--- config.mk ---
export PLATFORM = sky130hd
export DESIGN_NAME = nearest_palette_color_hsv_top
export DESIGN_NICKNAME = d
export VERILOG_FILES = /design/src/hdl/npc_pkg.sv /design/src/hdl/nearest_palette_color_hsv_top.sv /design/src/hdl/npc_div.sv
export SDC_FILE = /design/constraint.sdc
export NUM_CORES = 2
export LEC_CHECK = 0
export ABC_AREA = 1
export BUFFER_PORTS_ARGS = -buffer_cell sky130_fd_sc_hd__buf_4
export CAP_MARGIN = 20
export CORE_MARGIN = 10
export CORE_UTILIZATION = 35
export CTS_CLUSTER_SIZE = 12
export DETAILED_ROUTE_END_ITERATION = 8
export PLACE_DENSITY = 0.55
export SLEW_MARGIN = 20
export SYNTH_ARGS = -nofsm -noshare
export SYNTH_HDL_FRONTEND = slang
export SYNTH_SLANG_ARGS = --single-unit
--- constraint.sdc ---
create_clock -name clk -period 12.5 [get_ports clk]
set_clock_uncertainty 0.15 [all_clocks]
set_input_delay 0.625 -clock clk [delete_from_list [all_inputs] [get_ports clk]]
set_output_delay 0.625 -clock clk [all_outputs]
set_load 0.02 [all_outputs]
--- src/hdl/npc_pkg.sv ---
`timescale 1ns / 1ps
// ----------------------------------------------------------------------------
// npc_pkg: shared constants and types for the nearest palette color block
// Field widths, fixed-point widths and the divider request/response structs.
// ----------------------------------------------------------------------------
package npc_pkg;

  localparam int ENTRIES_DEF = 16;
  localparam int COLOR_W     = 24;
  localparam int IDX_W       = 4;
  localparam int CNT_W       = 5;
  localparam int HSV_W       = 16;
  localparam int DIST_W      = 34;
  localparam int NUM_W       = 27;  // dividend width (n * 65535 with n < 1530 fits in 27 bits)
  localparam int DEN_W       = 11;  // divisor width (6 * 255 fits in 11 bits)

  typedef struct packed {
    logic [HSV_W-1:0] h;
    logic [HSV_W-1:0] s;
    logic [HSV_W-1:0] v;
  } hsv_t;

  // Divider request and response
  typedef struct packed {
    logic             go;
    logic [NUM_W-1:0] num;
    logic [DEN_W-1:0] den;
  } div_req_t;

  typedef struct packed {
    logic             done;
    logic [HSV_W-1:0] quo;
  } div_rsp_t;

endpackage

--- src/hdl/nearest_palette_color_hsv_top.sv ---
`timescale 1ns / 1ps
// ----------------------------------------------------------------------------
// nearest_palette_color_hsv_top: nearest palette color search in HSV space
// A write word (mode 0) loads one entry. A query word scans the entries in
// use for an exact match, reading and comparing each entry in turn; an exact
// hit ends the query there. Otherwise it converts the query and each entry in
// use to HSV on one shared 27-step serial divider (two divisions per color)
// and accumulates squared differences on one shared 17-bit squarer. Gray
// colors skip the hue division, black skips both. The result appears for one
// cycle with out_valid once busy drops; the receiver cannot stall, so it must
// take it.
// ----------------------------------------------------------------------------
module nearest_palette_color_hsv_top #(
  parameter int ENTRIES = npc_pkg::ENTRIES_DEF
) (
  input  logic                          clk,
  input  logic                          rst_n,
  input  logic                          start,
  output logic                          busy,
  input  logic                          in_mode,
  input  logic [npc_pkg::IDX_W-1:0]     in_entry_index,
  input  logic [npc_pkg::COLOR_W-1:0]   in_color,
  output logic                          out_valid,
  output logic [npc_pkg::IDX_W-1:0]     out_nearest_index,
  output logic                          out_exact_match,
  input  logic                          cfg_we,
  input  logic [npc_pkg::CNT_W-1:0]     cfg_entry_count
);

  localparam int AW = (ENTRIES > 1) ? $clog2(ENTRIES) : 1;
  localparam int HW = npc_pkg::HSV_W;
  localparam int DSW = npc_pkg::DIST_W;
  localparam int NW = npc_pkg::NUM_W;
  localparam int LIM = (ENTRIES < 16) ? ENTRIES : 16;

  typedef enum logic [3:0] {
    S_IDLE, S_RD, S_EXACT, S_ERD, S_MM, S_SDIV, S_SWAIT, S_HDIV, S_HWAIT,
    S_SQ_H, S_SQ_S, S_SQ_V, S_CMP, S_DONE
  } state_t;

  state_t state_r;

  logic [npc_pkg::COLOR_W-1:0] mem [ENTRIES];
  logic [npc_pkg::COLOR_W-1:0] rd_r;
  logic [npc_pkg::CNT_W-1:0]   ecnt_r, cnt_lim;
  logic [npc_pkg::CNT_W-1:0]   i_r;
  logic [npc_pkg::COLOR_W-1:0] q_r;
  logic                        is_q_r;  // converting the query itself
  npc_pkg::hsv_t               qh_r, eh_r;
  logic [7:0]                  mx_r, d_r;
  logic [10:0]                 n_r;
  logic [DSW-1:0]              acc_r, best_r;
  logic [npc_pkg::IDX_W-1:0]   best_i_r;
  logic [16:0]                 sqa_r;
  logic [33:0]                 sq_w;
  npc_pkg::div_req_t           dreq;
  npc_pkg::div_rsp_t           drsp;
  logic [7:0]                  cr, cg, cb, mx, mn;
  logic [npc_pkg::COLOR_W-1:0] cur;

  npc_div u_div (.clk(clk), .rst_n(rst_n), .req(dreq), .rsp(drsp));

  // Effective count
  always_comb begin
    cnt_lim = ecnt_r;
    if (cnt_lim == '0) cnt_lim = 5'd1;
    if (cnt_lim > 5'(LIM)) cnt_lim = 5'(LIM);
  end

  // Max/min of color being converted
  assign cur = is_q_r ? q_r : rd_r;
  assign cr = cur[7:0];
  assign cg = cur[15:8];
  assign cb = cur[23:16];
  always_comb begin
    mx = cr; mn = cr;
    if (cg > mx) mx = cg;
    if (cb > mx) mx = cb;
    if (cg < mn) mn = cg;
    if (cb < mn) mn = cb;
  end

  // Shared squarer on the current absolute difference
  assign sq_w = 34'(sqa_r) * 34'(sqa_r);

  // Divider launch; black needs no saturation division
  always_comb begin
    dreq = '0;
    if (state_r == S_SDIV && mx_r != 8'd0) begin
      dreq.go  = 1'b1;
      dreq.num = NW'(d_r) * NW'(65535);
      dreq.den = 11'(mx_r);
    end else if (state_r == S_HDIV) begin
      dreq.go  = 1'b1;
      dreq.num = NW'(n_r) * NW'(65535);
      dreq.den = 11'(d_r) * 11'd6;
    end
  end

  function automatic logic [16:0] absd(input logic [HW-1:0] a, input logic [HW-1:0] b);
    absd = (a > b) ? 17'(a - b) : 17'(b - a);
  endfunction

  // Memory write and registered read
  always_ff @(posedge clk) begin
    if (start && !busy && !in_mode && (32'(in_entry_index) < ENTRIES))
      mem[AW'(in_entry_index)] <= in_color;
    rd_r <= mem[AW'(i_r)];
  end

  // Sequencer
  always_ff @(posedge clk) begin
    if (!rst_n) begin
      state_r   <= S_IDLE;
      ecnt_r    <= 5'd16;
      out_valid <= 1'b0;
      i_r       <= '0;
    end else begin
      out_valid <= 1'b0;
      if (cfg_we) ecnt_r <= cfg_entry_count;
      case (state_r)
        S_IDLE: begin
          if (start && in_mode) begin
            q_r   <= in_color;
            i_r   <= '0;
            state_r <= S_RD;
          end
        end
        S_RD: state_r <= S_EXACT;  // registered read
        S_EXACT: begin
          if (rd_r == q_r) begin
            out_nearest_index <= 4'(i_r);
            out_exact_match   <= 1'b1;
            state_r           <= S_DONE;
          end else if (i_r + 5'd1 >= cnt_lim) begin
            i_r     <= '0;
            is_q_r  <= 1'b1;
            state_r <= S_MM;
          end else begin
            i_r     <= i_r + 5'd1;
            state_r <= S_RD;
          end
        end
        S_ERD: state_r <= S_MM;  // registered read for the distance pass
        S_MM: begin
          mx_r <= mx;
          d_r  <= mx - mn;
          eh_r.v <= 16'(mx) * 16'd257;
          if (mx == cr)
            n_r <= 11'(cg) - 11'(cb) + ((cg < cb) ? 11'(mx - mn) * 11'd6 : 11'd0);
          else if (mx == cg)
            n_r <= 11'(cb) - 11'(cr) + 11'(mx - mn) * 11'd2;
          else
            n_r <= 11'(cr) - 11'(cg) + 11'(mx - mn) * 11'd4;
          state_r <= S_SDIV;
        end
        S_SDIV: begin
          if (mx_r == 8'd0) begin
            eh_r.s <= '0;
            eh_r.h <= '0;
            state_r <= S_CMP;
          end else begin
            state_r <= S_SWAIT;
          end
        end
        S_SWAIT: if (drsp.done) begin
          eh_r.s <= drsp.quo;
          state_r <= S_HDIV;
          if (d_r == 8'd0) begin
            eh_r.h  <= '0;
            state_r <= S_CMP;
          end
        end
        S_HDIV: state_r <= S_HWAIT;
        S_HWAIT: if (drsp.done) begin
          eh_r.h  <= drsp.quo;
          state_r <= S_CMP;
        end
        // S_CMP: route a finished conversion
        S_CMP: begin
          if (is_q_r) begin
            qh_r    <= eh_r;
            is_q_r  <= 1'b0;
            i_r     <= '0;
            state_r <= S_ERD;
          end else begin
            sqa_r   <= absd(qh_r.h, eh_r.h);
            acc_r   <= '0;
            state_r <= S_SQ_H;
          end
        end
        S_SQ_H: begin
          acc_r   <= DSW'(sq_w);
          sqa_r   <= absd(qh_r.s, eh_r.s);
          state_r <= S_SQ_S;
        end
        S_SQ_S: begin
          acc_r   <= acc_r + DSW'(sq_w);
          sqa_r   <= absd(qh_r.v, eh_r.v);
          state_r <= S_SQ_V;
        end
        S_SQ_V: begin
          if (i_r == '0 || (acc_r + DSW'(sq_w)) < best_r) begin
            best_r   <= acc_r + DSW'(sq_w);
            best_i_r <= 4'(i_r);
          end
          if (i_r + 5'd1 >= cnt_lim) begin
            out_nearest_index <= (i_r == '0 || (acc_r + DSW'(sq_w)) < best_r)
                                 ? 4'(i_r) : best_i_r;
            out_exact_match   <= 1'b0;
            state_r           <= S_DONE;
          end else begin
            i_r     <= i_r + 5'd1;
            state_r <= S_ERD;
          end
        end
        S_DONE: begin
          out_valid <= 1'b1;
          state_r   <= S_IDLE;
        end
        default: state_r <= S_IDLE;
      endcase
    end
  end

  assign busy = (state_r != S_IDLE);

  a_valid_one: assert property (@(posedge clk) disable iff (!rst_n)
    out_valid |=> !out_valid) else $error("result held two cycles");
  a_valid_idle: assert property (@(posedge clk) disable iff (!rst_n)
    out_valid |-> !busy) else $error("result while busy");
  a_idx_range: assert property (@(posedge clk) disable iff (!rst_n)
    out_valid |-> (5'(out_nearest_index) < cnt_lim)) else $error("index out of range");

endmodule

--- src/hdl/npc_div.sv ---
`timescale 1ns / 1ps
// ----------------------------------------------------------------------------
// npc_div: restoring divider, one quotient bit per cycle
// Quotient truncated to 16 bits; callers guarantee it fits.
// ----------------------------------------------------------------------------
module npc_div (
  input  logic              clk,
  input  logic              rst_n,
  input  npc_pkg::div_req_t req,
  output npc_pkg::div_rsp_t rsp
);

  localparam int NW = npc_pkg::NUM_W;
  localparam int DW = npc_pkg::DEN_W;

  logic [NW-1:0] quo_r, quo_nxt;
  logic [DW:0]   rem_r, rem_nxt;
  logic [DW-1:0] den_r, den_nxt;
  logic [4:0]    cnt_r, cnt_nxt;
  logic          busy_r, busy_nxt;
  logic          done_r, done_nxt;
  logic [DW:0]   trial;

  // One shift-subtract step per cycle
  always_comb begin
    quo_nxt  = quo_r;
    rem_nxt  = rem_r;
    den_nxt  = den_r;
    cnt_nxt  = cnt_r;
    busy_nxt = busy_r;
    done_nxt = 1'b0;
    trial    = {rem_r[DW-1:0], quo_r[NW-1]};
    if (req.go) begin
      quo_nxt  = req.num;
      rem_nxt  = '0;
      den_nxt  = req.den;
      cnt_nxt  = 5'(NW);
      busy_nxt = 1'b1;
    end else if (busy_r) begin
      quo_nxt = {quo_r[NW-2:0], 1'b0};
      if (trial >= {1'b0, den_r}) begin
        rem_nxt    = trial - {1'b0, den_r};
        quo_nxt[0] = 1'b1;
      end else begin
        rem_nxt = trial;
      end
      cnt_nxt = cnt_r - 5'd1;
      if (cnt_r == 5'd1) begin
        busy_nxt = 1'b0;
        done_nxt = 1'b1;
      end
    end
  end

  always_ff @(posedge clk) begin
    if (!rst_n) begin
      busy_r <= 1'b0;
      done_r <= 1'b0;
      cnt_r  <= '0;
    end else begin
      busy_r <= busy_nxt;
      done_r <= done_nxt;
      cnt_r  <= cnt_nxt;
    end
    quo_r <= quo_nxt;
    rem_r <= rem_nxt;
    den_r <= den_nxt;
  end

  assign rsp.done = done_r;
  assign rsp.quo  = quo_r[npc_pkg::HSV_W-1:0];

  // done is a single pulse after a run
  a_done_pulse: assert property (@(posedge clk) disable iff (!rst_n)
    done_r |=> !done_r) else $error("divider done held");
  a_busy_done: assert property (@(posedge clk) disable iff (!rst_n)
    done_r |-> !busy_r) else $error("divider busy at done");
  a_go_busy: assert property (@(posedge clk) disable iff (!rst_n)
    req.go |=> busy_r) else $error("divider did not start");

endmodule

Yosys cells after proc, flatten, opt, wreduce, memory -nomap -nowiden
Memories as Yosys holds them, arrays and structs flattened. A register that Yosys moved wholly into a read port is not among the register bits.
Index checks and enable logic that the tools add are counted.
{"block": "op_classes", "n_addsub": 18, "n_mul": 6, "n_lt_le_gt_ge": 12, "eq_ne": 29, "mux": 64, "n_bitwise": 3, "reduce_logical": 36}
{"op": "$pmux W34 S3", "n": 1}
{"op": "$sub A16 B16 Y17", "n": 6}
{"op": "$mux W39", "n": 2}
{"op": "$mux W17", "n": 4}
{"op": "$mux W32", "n": 2}
{"op": "$mux W27", "n": 2}
{"op": "$pmux W4 S13", "n": 1}
{"op": "$pmux W17 S3", "n": 1}
{"op": "$gt A16 B16 Y1", "n": 3}
{"op": "$pmux W16 S3", "n": 1}
{"op": "$mux W5", "n": 9}
{"op": "$mux W11", "n": 4}
{"op": "$mux W4", "n": 11}
{"op": "$sub A8 B8 Y9", "n": 4}
{"op": "$add A34 B34 Y34", "n": 1}
{"op": "$lt A34 B34 Y1", "n": 1}
{"op": "$mul A17 B17 Y34", "n": 1}
{"op": "$mux W34", "n": 1}
{"op": "$add A11 B11 Y11", "n": 3}
{"op": "$mux W16", "n": 2}
{"op": "$mux W8", "n": 4}
{"op": "$pmux W16 S2", "n": 1}
{"op": "$mul A11 B16 Y27 const B", "n": 1}
{"op": "$eq A24 B24 Y1", "n": 1}
{"op": "other kinds (45)", "n": 101}
{"block": "totals", "reg_bits": 313, "ramBits": 384, "input_bits": 38, "out_inout_bits": 7, "wordCells": 198, "memories": 1}
{"name": "mem", "words": 16, "word_bits": 24, "rd": 1, "rd_clocked_by_memory_dff": 1, "wr": 1, "line": "nearest_palette_color_hsv_top.sv:43", "text": "logic [npc_pkg::COLOR_W-1:0] mem [ENTRIES];"}

Depth between registers and ports, before layout
{"block": "depth", "depth_word": 10, "depth_mapped": 53, "ltp_nobuf": 52}

Modules after synthesis
A second synthesis with hierarchy kept.
{"block": "unflattened", "cells_unflattened": 5910, "hier_area_um2": 52695.5}
{"mod": "nearest_palette_color_hsv_top", "instances": 1, "cells_each": 5510, "area_per_inst_um2": 49451.2, "seq_area_each_um2": 18858.1}
{"mod": "npc_div", "instances": 1, "cells_each": 400, "area_per_inst_um2": 3244.4, "seq_area_each_um2": 1501.4}

Worst setup path after synthesis
OpenSTA, ideal clock, no wires.
{"block": "synth_timing", "path_type": "flip-flop to flip-flop", "startpoint": "register sqa_r[7]", "endpoint": "register best_r[0], enable pin", "setup_ns": 0.425, "arrival_ns": 9.297, "t_required_ns": 11.925, "slack_ns": 2.628, "stages_incl_launch_ff": 44, "path_buffers": 2, "synth_period_minus_slack_ns": 9.872, "path_cell_list": "edfxtp_1 clkbuf_1 clkbuf_1 nand2_1 fa_1 inv_1 fa_1 inv_1 fa_1 inv_1 fa_1 fa_1 inv_1 fa_1 inv_1 ha_1 nand2_1 nor2_1 (+8 left out) a21oi_1 o21ai_0 a221o_1 a21oi_1 nand3_1 and2_1 ha_1 nand2_1 inv_1 nand3_1 inv_1 nand2_1 nand3_1 a31oi_1 nand3_1 nand2_1 nand2_1 nor2_1"}
{"block": "synth_via", "elab_chain_cells": 5}
{"element": "start, declared", "line": "nearest_palette_color_hsv_top.sv:54", "text": "logic [16:0] sqa_r;"}
{"element": "start signal, assigned", "line": "nearest_palette_color_hsv_top.sv:187", "text": "sqa_r <= absd(qh_r.h, eh_r.h);"}
{"element": "start signal, assigned", "line": "nearest_palette_color_hsv_top.sv:194", "text": "sqa_r <= absd(qh_r.s, eh_r.s);"}
{"element": "start signal, assigned", "line": "nearest_palette_color_hsv_top.sv:199", "text": "sqa_r <= absd(qh_r.v, eh_r.v);"}
{"element": "$mul A17 B17 Y34", "line": "nearest_palette_color_hsv_top.sv:84", "text": "assign sq_w = 34'(sqa_r) * 34'(sqa_r);"}
{"element": "$add A34 B34 Y34", "line": "nearest_palette_color_hsv_top.sv:203", "text": "if (i_r == '0 || (acc_r + DSW'(sq_w)) < best_r) begin"}
{"element": "$lt A34 B34 Y1", "line": "nearest_palette_color_hsv_top.sv:203"}
{"element": "$logic_or A1 B1 Y1", "line": "nearest_palette_color_hsv_top.sv:203"}
{"element": "$reduce_and A3 Y1 (no line)"}
{"element": "end signal, assigned", "line": "nearest_palette_color_hsv_top.sv:204", "text": "best_r <= acc_r + DSW'(sq_w);"}
{"element": "end, declared", "line": "nearest_palette_color_hsv_top.sv:52", "text": "logic [DSW-1:0] acc_r, best_r;"}
Every way passes these cells.
A chain may end at the register's enable or synchronous reset.

Final worst setup path
{"block": "layout_timing", "startpoint": "register sqa_r[7]", "endpoint": "register best_r[5], enable pin"}
Same word-level chain as after synthesis.

==> impl_results.md <==
* Outcome: finished, final reports clean
* Num CTS Buffers at 81
* Fraction of layout cells with a size suffix above 1 at ~5.8%
* Critical Path End Type: register
* Multiplexer area fraction after synthesis at 0%
* Area grow syn2layout at 10.23%
* Placed Instance Area at 0.05532 mm²
* Worst EP required at 12.62 ns
* Largest family of logic cells by synthesized area: adder cells
* Drt via density at between 5 and 6
* Most frequent cells in the layout: 971 x nand2_1, 919 x inv_1, 640 x edfxtp_1
* Transition time of the tightest slew-check pin at 1.127 ns
* Post-route DRC at 0
* Post-Syn Area at between 0.05 and 0.06 mm²
* Routed Antenna Nets at 0
* Simple-Gate Fraction of Synth Area at 15.87%
* Worst Hold Path EP: ecnt_r[4]$_SDFFE_PN1P_
* Total wire length at 143.6 mm
* Cell Rows at about 140
* FMAX at between 90 and 100 MHz
* Synth Area in Compound Gates at 11.37%
* YS warnings at 0
* Top FF cell, synth: edfxtp_1
* CP Max Fanout at 34
* Synthesized area per cell at 9.063 µm²
* Startpoint class of the critical path: register
* Hold Path Depth at 2
* Yosys reg bits at 697
* PD cells at between 100 and 150 mW/mm²
* DR vias at 39590
* # fillers at 14930
* CP arrival at between 10 and 15 ns
* Rel. slew slack at 24.69%
* PortBufs at between 40 and 50
* Minimum clock period at 10.36 ns
* Total I/O pin count at 45
* Global route overflow at 0
* Largest net degree at the start of global routing at between 90 and 100
* MaxCap Viol Count at 0
* Global Route Usage Sum at between 10% and 20%
* Clock Tree Buf Depth at 3
* H-Tree Level Count at 3
* Number of global-route vias before repair at around 39000
* Diodes inserted at 0
* Routed WL per cell at 18.24 µm
* Area share of xor/xnor cells in the synthesized design at 3.758%
* Initial antenna violation count at 3
* Setup-failing EPs final at 0
* First-pass GRT wire length at 225.8 mm
* Pwr Total at 0.005902 W
* Setup TNS at 0 ns
* NumNets Final at between 6000 and 7000
* Comb power frac at 16.0%
* Sequential fraction of the synthesis area at 38.66%
* Clock Sinks at 697
* DR pass1 iterations at 7
* Syn_nets at 6604
* Worst path most repeated cell: nand2_1
* Finished Cell Area at roughly 0.058 mm²
* Peak VDD IR at around 0.00012 V
* RSZ-0062 raised after global routing: no
* CTS tree: yes
* R2r endpoint: best_r[5]$_DFFE_PP_
* Clock transition at path regs at 0.06 ns
* Most common cell after layout, fill and taps aside: nand2_1
* Final hold viol count at 0
* Die area at 0.1664 mm²
* Worst hold start: cfg_we
* Synth Instances at 5811
* Slew Limit Fails at 0
* Slowest stage delay, CP at 0.88 ns
* Post-synthesis adder-cell area fraction at between 20% and 30%
* Core area at 0.1498 mm²
* P_leak at 25.81 nW
* R2R cell count at 46
* Setup Crit Path Kind: reg2reg
* Starting Density at 35.16%
* Final worst-path cycle share at 82.86%
* Final Wtd Congestion at around 0.90
* Cts repair resizes at 0
* Sw power at between 0.0015 and 0.002 W
* Sw Ratio at 27.46%
* Critical R2R Launch: sqa_r[7]$_DFFE_PP_
* Synth unique cells at 66
* CTS root buffer: clkbuf_16
* DIE WIDTH at 407.9 µm
* Die Y at a little over 400 µm
* Int Pwr at 0.004281 W
* Sequential power share at 43.7%
* HPWL after DPL at 105.3 mm
* R2R setup slack at 2.14 ns
* Number of synthesized flops with an enable pin at 640
* Hold Buf Count CTS at 0
* Later-pin clock latency in the skew report at 0.68 ns
* Setup Buffers After CTS at 0
* Power share of the clock group at 40.4%
* Slowest stage cell, crit path: edfxtp_1
* Drt initial violations at roughly 2700
* Ys async rst share at 0%
* Worst hold path class: in2reg
worst max-delay path, delay by kind of cell (launching register included):
family                     cells  cell delay (ns)
AOI/OAI and AO/OA              2             0.27
adders and majority gates      9             4.07
buffers and inverters          8             0.44
DFF                            1             0.88
and+or+nand+nor               27             4.12
routing by layer:
metal	vias up	share of wire, %	track usage [%]
li1	19350	-	-
met1	19210	46	22.87
met2	855	48	28.57
met3	173	4.5	2.201
met4	4	1.9	3.773
met5	-	0.015	0
how the worst max path moves through the flow:
stage	startpoint	end	slack, ns	cells after the start
final	sqa_r[7]$_DFFE_PP_	best_r[5]$_DFFE_PP_	2.14	46
after global routing	sqa_r[7]$_DFFE_PP_	best_r[33]$_DFFE_PP_	1.19	46
after CTS	sqa_r[14]$_DFFE_PP_	best_r[33]$_DFFE_PP_	2.12	42
after detailed placement	sqa_r[14]$_DFFE_PP_	best_r[3]$_DFFE_PP_	2.18	42
after global placement	sqa_r[7]$_DFFE_PP_	best_r[3]$_DFFE_PP_	2.26	40
after floorplan	sqa_r[7]$_DFFE_PP_	best_r[0]$_DFFE_PP_	2.63	43
power by group through the flow:
stage / Clock, W / Sequential (W) / Combinational (W)
6_report: 0.00238 / 0.00258 / 0.000942
5_1_grt: 0.00253 / 0.00258 / 0.00108
4_1_cts: 0.00244 / 0.00258 / 0.000943
3_5_place_dp: 0 / 0.00263 / 0.000936
3_3_place_gp: 0 / 0.00262 / 0.000925
2_1_floorplan: 0 / 0.00262 / 0.000702
through the flow:
| step | hold WS [ns] | std cells | worst slack, ns | utilization (%) |
|---|---|---|---|---|
| floorplan | 0.2910 | 5811 | 2.628 | - |
| global placement | 0.3004 | 7711 | 2.263 | 36.79 |
| detailed placement | 0.3117 | 7719 | 2.178 | 36.93 |
| CTS | 0.01113 | 7868 | 2.120 | 38.72 |
| global route | 0.05234 | 7870 | 1.189 | 38.76 |
| finish | 0.05928 | 7870 | 2.143 | 38.76 |
synthesized netlist by cell type, types with 13 or more instances:
library cell	n	area (µm²)
nor2_1	484	1817
fa_1	289	5786
and2_1	19	118.9
inv_1	921	3457
nor3_1	41	205.2
a21o_1	24	180.2
a31oi_1	16	100.1
dfxtp_1	57	1141
xor2_1	169	1480
o21ai_0	394	1972
buf_2	14	70.07
o211ai_1	33	247.7
inv_2	13	48.80
nand3_1	294	1471
edfxtp_1	640	19220
xnor2_1	57	499.2
o22ai_1	63	394.1
nand2_1	971	3645
a21oi_1	341	1707
nand4_1	45	281.5
ha_1	466	5831
o21bai_1	19	142.6
nor4_1	14	87.58
or2_2	23	143.9
clkbuf_1	144	540.5
a22o_1	15	131.4
o221ai_1	54	473.0
o21ai_1	14	70.07
o21ai_2	17	148.9
nand3_2	18	180.2
nand2_2	18	112.6
sequential cells by signal (all words and copies together), names as in the netlist, 8 cells and up:
register,flops
mem,384
eh_r,40
qh_r,40
acc_r,34
best_r,34
u_div.quo_r,27
q_r,24
rd_r,24
sqa_r,17
n_r,11
u_div.den_r,11
u_div.rem_r,11
d_r,8
area by class of cell:
| class | count | area, µm² | share of cell area (%) |
|---|---|---|---|
| timing repair buffer | 84 | 830.8 | 1.431 |
| tap | 2016 | 2522 | 4.345 |
| inverter | 939 | 3531 | 6.082 |
| sequential | 697 | 20370 | 35.08 |
| clock buffer | 120 | 2283 | 3.933 |
| multi-input combinational | 3985 | 28120 | 48.44 |
| clock inverter | 29 | 397.9 | 0.6853 |
logic make-up after synthesis:
| group | count (synthesis) |
|---|---|
| AO/OA/AOI/OAI | 1041 |
| XOR/XNOR | 226 |
| adder cells (fa/ha/maj) | 755 |
| buffers and inverters | 1129 |
| flip-flops | 697 |
| AND/OR/NAND/NOR | 1963 |
Note: power is estimated with default switching activity, not from simulation.
